<file path="config.mk">
export PLATFORM = sky130hd
export DESIGN_NAME = tlb_round_robin_fill_unit
export DESIGN_NICKNAME = d
export VERILOG_FILES = /design/src/rtl/core/tlbrr_pkg.sv /design/src/rtl/core/tlbrr_ram.sv /design/src/rtl/core/tlbrr_sweep.sv /design/src/rtl/core/tlb_round_robin_fill_unit.sv
export SDC_FILE = /design/constraint.sdc
export NUM_CORES = 2
export LEC_CHECK = 0
export BUFFER_PORTS_ARGS = -buffer_cell sky130_fd_sc_hd__buf_2
export CAP_MARGIN = 5
export CELL_PAD_IN_SITES_DETAIL_PLACEMENT = 0
export CELL_PAD_IN_SITES_GLOBAL_PLACEMENT = 1
export CORE_MARGIN = 5
export CORE_UTILIZATION = 52
export DETAILED_ROUTE_END_ITERATION = 8
export GPL_TIMING_DRIVEN = 0
export PLACE_DENSITY_LB_ADDON = 0.1
export SYNTH_ARGS = -nofsm -noshare
export SYNTH_HDL_FRONTEND = slang
export SYNTH_HIERARCHICAL = 1
export SYNTH_SLANG_ARGS = --single-unit
</file>
<file path="constraint.sdc">
create_clock -name clk -period 5.1 [get_ports clk]
set_clock_uncertainty 0.1 [all_clocks]
set_input_delay 0.255 -clock clk [delete_from_list [all_inputs] [get_ports clk]]
set_output_delay 0.255 -clock clk [all_outputs]
set_load 0.005 [all_outputs]
</file>
<file path="src/rtl/core/tlbrr_pkg.sv">
`timescale 1ns / 1ps
// ----------------------------------------------------------------------------
// tlbrr_pkg: shared types and constants of the round-robin tlb fill unit
// Table size, command codes, beat payload structs and the control group
// between the sequencer and the sweep unit.
// ----------------------------------------------------------------------------
package tlbrr_pkg;

	// table geometry
	localparam int ENTRIES = 64;
	localparam int IDX_W   = (ENTRIES > 1) ? $clog2(ENTRIES) : 1;
	localparam int CNT_W   = $clog2(ENTRIES + 1);

	// field widths
	localparam int PAGE_W    = 20;
	localparam int SLOT_W    = 6;
	localparam int CLEARED_W = 7;
	localparam int TOTAL_W   = 32;

	// command codes
	localparam logic [1:0] OP_INSERT = 2'd0;
	localparam logic [1:0] OP_FLUSH  = 2'd1;
	localparam logic [1:0] OP_INVAL  = 2'd2;

	// input beat
	typedef struct packed {
		logic [1:0]        op;
		logic [PAGE_W-1:0] vpage;
		logic [PAGE_W-1:0] frame;
		logic              read_only;
	} cmd_t;

	// result beat
	typedef struct packed {
		logic [SLOT_W-1:0]    slot;
		logic                 replaced;
		logic [CLEARED_W-1:0] cleared;
		logic [TOTAL_W-1:0]   replace_total;
		logic [TOTAL_W-1:0]   free_total;
	} rsp_t;

	// one table entry as held in the ram
	typedef struct packed {
		logic [PAGE_W-1:0] page;
		logic [PAGE_W-1:0] frame;
		logic              dirty;
	} entry_t;

	// sequencer controls for the sweep unit
	typedef struct packed {
		logic clear;
		logic issue;
		logic flush;
	} sweep_ctl_t;

endpackage

</file>
<file path="src/rtl/core/tlbrr_ram.sv">
`timescale 1ns / 1ps
// ----------------------------------------------------------------------------
// tlbrr_ram: generic simple dual-port ram
// One write port and one read port with registered read data.
// ----------------------------------------------------------------------------
module tlbrr_ram #(
	parameter int WIDTH = 8,
	parameter int DEPTH = 64
) (
	input  logic                                   clk,
	input  logic                                   we,
	input  logic [((DEPTH > 1) ? $clog2(DEPTH) : 1)-1:0] waddr,
	input  logic [WIDTH-1:0]                       wdata,
	input  logic                                   re,
	input  logic [((DEPTH > 1) ? $clog2(DEPTH) : 1)-1:0] raddr,
	output logic [WIDTH-1:0]                       rdata
);

	logic [WIDTH-1:0] mem_q [DEPTH];

	// write port
	always_ff @(posedge clk) begin
		if (we) begin
			mem_q[waddr] <= wdata;
		end
	end

	// registered read port
	always_ff @(posedge clk) begin
		if (re) begin
			rdata <= mem_q[raddr];
		end
	end

endmodule

</file>
<file path="src/rtl/core/tlbrr_sweep.sv">
`timescale 1ns / 1ps
// ----------------------------------------------------------------------------
// tlbrr_sweep: shared match and count unit
// Decides per swept entry whether it is cleared and keeps the running count
// of cleared entries for the current flush or invalidate.
// ----------------------------------------------------------------------------
module tlbrr_sweep
	import tlbrr_pkg::*;
(
	input  logic              clk,
	input  logic              arst_n,
	input  sweep_ctl_t        ctl,
	input  logic              valid_bit,
	input  logic [PAGE_W-1:0] frame_rd,
	input  logic [PAGE_W-1:0] frame_key,
	output logic              hit,
	output logic [CNT_W-1:0]  cnt_next
);

	logic [CNT_W-1:0] cnt_q;

	// match: flush takes every valid entry, invalidate only matching frames
	always_comb begin
		hit      = ctl.issue && valid_bit && (ctl.flush || (frame_rd == frame_key));
		cnt_next = cnt_q + CNT_W'(hit);
	end

	// cleared count accumulator
	always_ff @(posedge clk or negedge arst_n) begin
		if (!arst_n) begin
			cnt_q <= '0;
		end else if (ctl.clear) begin
			cnt_q <= '0;
		end else begin
			cnt_q <= cnt_next;
		end
	end

endmodule

</file>
<file path="src/rtl/core/tlb_round_robin_fill_unit.sv">
`timescale 1ns / 1ps
// Insert and unused op: busy in ST_INS after the accepting edge, done strobes
//   in the following cycle as busy drops; a new beat may be taken then.
// Flush and invalidate by frame: one ram read per entry through the shared
//   match unit, busy through ST_SWEEP and ST_DRAIN; no new beat while busy.
// Results are strobed for one cycle and cannot be stalled by the receiver.
// Reset clears all valid marks, pointer and totals at once; no clearing pass.
// ----------------------------------------------------------------------------
// tlb_round_robin_fill_unit: round-robin tlb fill with flush and invalidate
// Small sequencer driving an entry ram, per-entry valid flops and a shared
// match and count unit that sweeps the table one entry a cycle.
// ----------------------------------------------------------------------------
module tlb_round_robin_fill_unit
	import tlbrr_pkg::*;
(
	input  logic clk,
	input  logic arst_n,
	input  logic start,
	output logic busy,
	input  cmd_t cmd,
	output logic done,
	output rsp_t rsp
);

	localparam logic [1:0] ST_IDLE  = 2'd0;
	localparam logic [1:0] ST_INS   = 2'd1;
	localparam logic [1:0] ST_SWEEP = 2'd2;
	localparam logic [1:0] ST_DRAIN = 2'd3;

	localparam logic [IDX_W-1:0] IDX_LAST = IDX_W'(ENTRIES - 1);

	logic [1:0]         state_q;
	cmd_t               cmd_q;
	logic [IDX_W-1:0]   ptr_q;
	logic [IDX_W-1:0]   idx_q;
	logic [ENTRIES-1:0] valid_q;
	logic [TOTAL_W-1:0] replace_q;
	logic [TOTAL_W-1:0] free_q;
	logic               issue_s1;
	logic [IDX_W-1:0]   idx_s1;
	logic               done_q;
	rsp_t               rsp_q;

	logic       accept;
	logic       do_insert;
	entry_t     wr_entry;
	entry_t     rd_entry;
	sweep_ctl_t sw_ctl;
	logic       sw_hit;
	logic [CNT_W-1:0] sw_cnt;

	assign accept    = start && (state_q == ST_IDLE);
	assign busy      = (state_q != ST_IDLE);
	assign done      = done_q;
	assign rsp       = rsp_q;
	assign do_insert = (state_q == ST_INS) && (cmd_q.op == OP_INSERT);

	// entry written by an insert
	always_comb begin
		wr_entry.page  = cmd_q.vpage;
		wr_entry.frame = cmd_q.frame;
		wr_entry.dirty = !cmd_q.read_only;
	end

	// entry store
	tlbrr_ram #(
		.WIDTH ($bits(entry_t)),
		.DEPTH (ENTRIES)
	) u_ram (
		.clk   (clk),
		.we    (do_insert),
		.waddr (ptr_q),
		.wdata (wr_entry),
		.re    (state_q == ST_SWEEP),
		.raddr (idx_q),
		.rdata (rd_entry)
	);

	// sweep controls
	always_comb begin
		sw_ctl.clear = accept;
		sw_ctl.issue = issue_s1;
		sw_ctl.flush = (cmd_q.op == OP_FLUSH);
	end

	tlbrr_sweep u_sweep (
		.clk       (clk),
		.arst_n    (arst_n),
		.ctl       (sw_ctl),
		.valid_bit (valid_q[idx_s1]),
		.frame_rd  (rd_entry.frame),
		.frame_key (cmd_q.frame),
		.hit       (sw_hit),
		.cnt_next  (sw_cnt)
	);

	// command capture
	always_ff @(posedge clk) begin
		if (accept) begin
			cmd_q <= cmd;
		end
	end

	// sweep read stage
	always_ff @(posedge clk) begin
		idx_s1 <= idx_q;
	end

	// sequencer, valid marks and totals
	always_ff @(posedge clk or negedge arst_n) begin
		if (!arst_n) begin
			state_q   <= ST_IDLE;
			ptr_q     <= '0;
			idx_q     <= '0;
			valid_q   <= '0;
			replace_q <= '0;
			free_q    <= '0;
			issue_s1  <= 1'b0;
			done_q    <= 1'b0;
		end else begin
			// result beat follows the last working cycle
			done_q   <= (state_q == ST_INS) || (state_q == ST_DRAIN);
			issue_s1 <= (state_q == ST_SWEEP);
			if (sw_hit) begin
				valid_q[idx_s1] <= 1'b0;
			end
			case (state_q)
				ST_IDLE: begin
					if (accept) begin
						idx_q <= '0;
						if ((cmd.op == OP_FLUSH) || (cmd.op == OP_INVAL)) begin
							state_q <= ST_SWEEP;
						end else begin
							state_q <= ST_INS;
						end
					end
				end
				ST_INS: begin
					if (do_insert) begin
						valid_q[ptr_q] <= 1'b1;
						ptr_q <= (ptr_q == IDX_LAST) ? '0 : ptr_q + 1'b1;
						if (valid_q[ptr_q]) begin
							replace_q <= replace_q + 1'b1;
						end else begin
							free_q <= free_q + 1'b1;
						end
					end
					state_q <= ST_IDLE;
				end
				ST_SWEEP: begin
					idx_q <= idx_q + 1'b1;
					if (idx_q == IDX_LAST) begin
						state_q <= ST_DRAIN;
					end
				end
				ST_DRAIN: begin
					state_q <= ST_IDLE;
				end
				default: begin
					state_q <= ST_IDLE;
				end
			endcase
		end
	end

	// result beat
	always_ff @(posedge clk) begin
		if (state_q == ST_INS) begin
			rsp_q.cleared <= '0;
			if (do_insert) begin
				rsp_q.slot     <= SLOT_W'(ptr_q);
				rsp_q.replaced <= valid_q[ptr_q];
				rsp_q.replace_total <= valid_q[ptr_q] ? replace_q + 1'b1 : replace_q;
				rsp_q.free_total    <= valid_q[ptr_q] ? free_q : free_q + 1'b1;
			end else begin
				rsp_q.slot          <= '0;
				rsp_q.replaced      <= 1'b0;
				rsp_q.replace_total <= replace_q;
				rsp_q.free_total    <= free_q;
			end
		end else if (state_q == ST_DRAIN) begin
			rsp_q.slot          <= '0;
			rsp_q.replaced      <= 1'b0;
			rsp_q.cleared       <= CLEARED_W'(sw_cnt);
			rsp_q.replace_total <= replace_q;
			rsp_q.free_total    <= free_q;
		end
	end

`ifndef SYNTH
	// a result beat only follows a cycle of work
	a_done_after_busy: assert property (@(posedge clk) disable iff (!arst_n)
		done |-> $past(busy))
		else $error("result beat without preceding work");

	// an accepted beat makes the block busy
	a_accept_busy: assert property (@(posedge clk) disable iff (!arst_n)
		(start && !busy) |=> busy)
		else $error("accepted beat did not raise busy");

	// insert work always ends in a result beat
	a_ins_done: assert property (@(posedge clk) disable iff (!arst_n)
		(state_q == ST_INS) |=> (done && !busy))
		else $error("insert did not complete in one cycle");

	// no entry is matched outside a sweep
	a_hit_in_sweep: assert property (@(posedge clk) disable iff (!arst_n)
		sw_hit |-> ((state_q == ST_SWEEP) || (state_q == ST_DRAIN)))
		else $error("entry cleared outside a sweep");

	// the cleared count never exceeds the table size
	a_cnt_range: assert property (@(posedge clk) disable iff (!arst_n)
		issue_s1 |-> (sw_cnt <= CNT_W'(ENTRIES)))
		else $error("cleared count out of range");
`endif

endmodule
</file>
==> metrics <==
status=complete, no violations; Clock Tree Buf Depth=3; clk sinks=about 1600; wire length per cell=~33 um; most frequent cells in the layout=1393 x edfxtp_1, 324 x mux4_2, 182 x buf_2; CP startpoint=state_q[1]$_DFFE_PN0P_; Root Buffer=clkbuf_16; die area=between 100000 and 150000 um^2; Initial Utilization=~53%; dpl ws=0.0970 ns; row cnt=approximately 130; CTS Buf Count=160; Worst Setup End Kind=flop; Critical Path AT=approximately 5.4 ns; H-tree depth=4; fin crit period=between 5 and 6 ns; via count=~35000; Synth Instances=roughly 3400; FMAX=198 MHz; I/O pin total=between 100 and 150; initial antenna violation count=6; slowest stage delay, CP=1.13 ns; commonest non-fill, non-tap cell in the layout=edfxtp_1; TritonCTS clock tree=yes; layout cell share with drive strength beyond 1=26.2%; hold path cells=2; Area after DPL=about 67000 um^2; crit-path max FO=20; Core ar.=118000 um^2; Layout area overhead=16.8%; Final period util=between 90 and 100%; Max-slew headroom=about 25%; Reg-to-Reg Start=state_q[1]$_DFFE_PN0P_; unrepaired setup endpoints after global routing=yes; hold_sp=cmd[6]; Final Max Tran Viols=0; setup ws final=0.0462 ns; Final Hold Fails=0; area of the multi-input gates=roughly 15000 um^2; remaining antenna violation count after routing=0; Hold WS=about 0.082 ns; DRC Markers=0; Die Height=roughly 360 um; Overall Global Routing Usage=between 20 and 30%; I/O Buffers=~100; Yosys warning total=6; clk_lat worst skew=around 0.80 ns; post-synthesis instance area=about 62000 um^2; Placer Congestion=approximately 0.92; number of max-cap violations=0; Worst Hold Class=input port to flop; Least-Margin Pin Slew=1.12 ns; Max VDD drop=about 0.38 mV; hpwl dp=about 120 mm; Clock transition at path regs=about 0.060 ns; Worst EP required=5.40 ns; Net Count, Synth=approximately 3400; Die Width=356 um; WP depth=7; nets=around 3800; final WL=approximately 180 mm; Buf/Inv on CP=4; final instance area=roughly 73000 um^2; Via density=6.41; critical-path cell list=or4b_1 > buf_2 > inv_1 > clkbuf_1 > buf_1 > nand3_1 > nor2_4; Worst Setup Path Type=flop to flop; syn_area_per_cell=between 15 and 20 um^2; drt initial violations=approximately 4300; P per Cell Area=493 nW/um^2; R2R depth=7; register cell area after layout=45900 um^2; Leakage=24.2 nW; dominant delay contributor by cell family on the critical path=simple AND/OR/NAND/NOR gates; drt first pass iters=8; crit path launch type=flop; CP max-delay cell=nor2_4; largest net degree at the start of global routing=103; global route total overflow=0; fillcell total=roughly 8500; Final Util=about 61%; final setup vio count=0; first-pass GRT wire length=around 260 mm; vias in the first global route=approximately 36000
-- where the power goes --
| group | leakage [nW] | switching (mW) | internal, mW | total [mW] |
|---|---|---|---|---|
| Sequential | 14.8 | 0.389 | 14.9 | 15.3 |
| Combinational | 6.83 | 5.20 | 3.64 | 8.84 |
| Clock | 2.55 | 4.86 | 6.84 | 11.7 |
-- layer usage --
metal	up-vias	routed length, um	share of wire, %	GRT usage (%)
met4	0	7670	4.3	11.3
met1	18500	71700	40	39.7
met3	389	16300	9.1	6.14
met5	-	0	0	0
li1	14300	-	-	-
met2	1915	83100	46	44.3
-- path summary, 6_finish.rpt --
| check | slack, ns | to |
|---|---|---|
| worst max register to register | 0.05 | u_ram/mem_q[9][6]$_DFFE_PP_ |
| worst min-delay path | 0.08 | cmd_q[6]$_DFFE_PP_ |
| min in group asynchronous | 0.52 | u_sweep/cnt_q[3]$_DFF_PN0_ |
| worst min register to register | 0.38 | rsp[68]$_SDFFE_PP0P_ |
| max in group asynchronous | 3.76 | valid_q[22]$_DFF_PN0_ |
| worst max-delay path | 0.05 | u_ram/mem_q[9][6]$_DFFE_PP_ |
-- what timing repair did --
action | CTS | global route
gates resized for setup | 0 | 6
setup endpoints to repair | 0 | 217
hold buffers | 26 | 0
buffers inserted | 0 | 4
endpoints found under the hold margin | 209 | 0
-- area by class of cell --
class	instances	area share (%)
sequential	1557	63.2
multi-input combinational	1493	20.8
clock buffer	201	5.81
timing repair buffer	221	3.85
tap	1600	2.76
buffer	292	2.16
clock inverter	94	1.39
inverter	13	0.0672
antenna	2	0.00689
-- state kept, by name, summed over array words and instances, names as in the netlist --
register	flops
idx_q	6
free_q	32
u_ram/mem_q	1280
rsp	78
ptr_q	6
valid_q	64
done	1
u_ram/rdata	20
cmd_q	22
issue_s1	1
replace_q	32
u_sweep/cnt_q	7
state_q	2
idx_s1	6
-- per-stage QoR --
stage	power, mW	instances	setup TNS (ns)
2_1_floorplan	20.7	3354	0
3_3_place_gp	23.8	5058	-660.93
3_5_place_dp	24.3	5145	0
4_1_cts	36.0	5466	0
5_1_grt	37.0	5472	-6.83
6_report	35.8	5473	0
(Power assumes the default switching activity.)
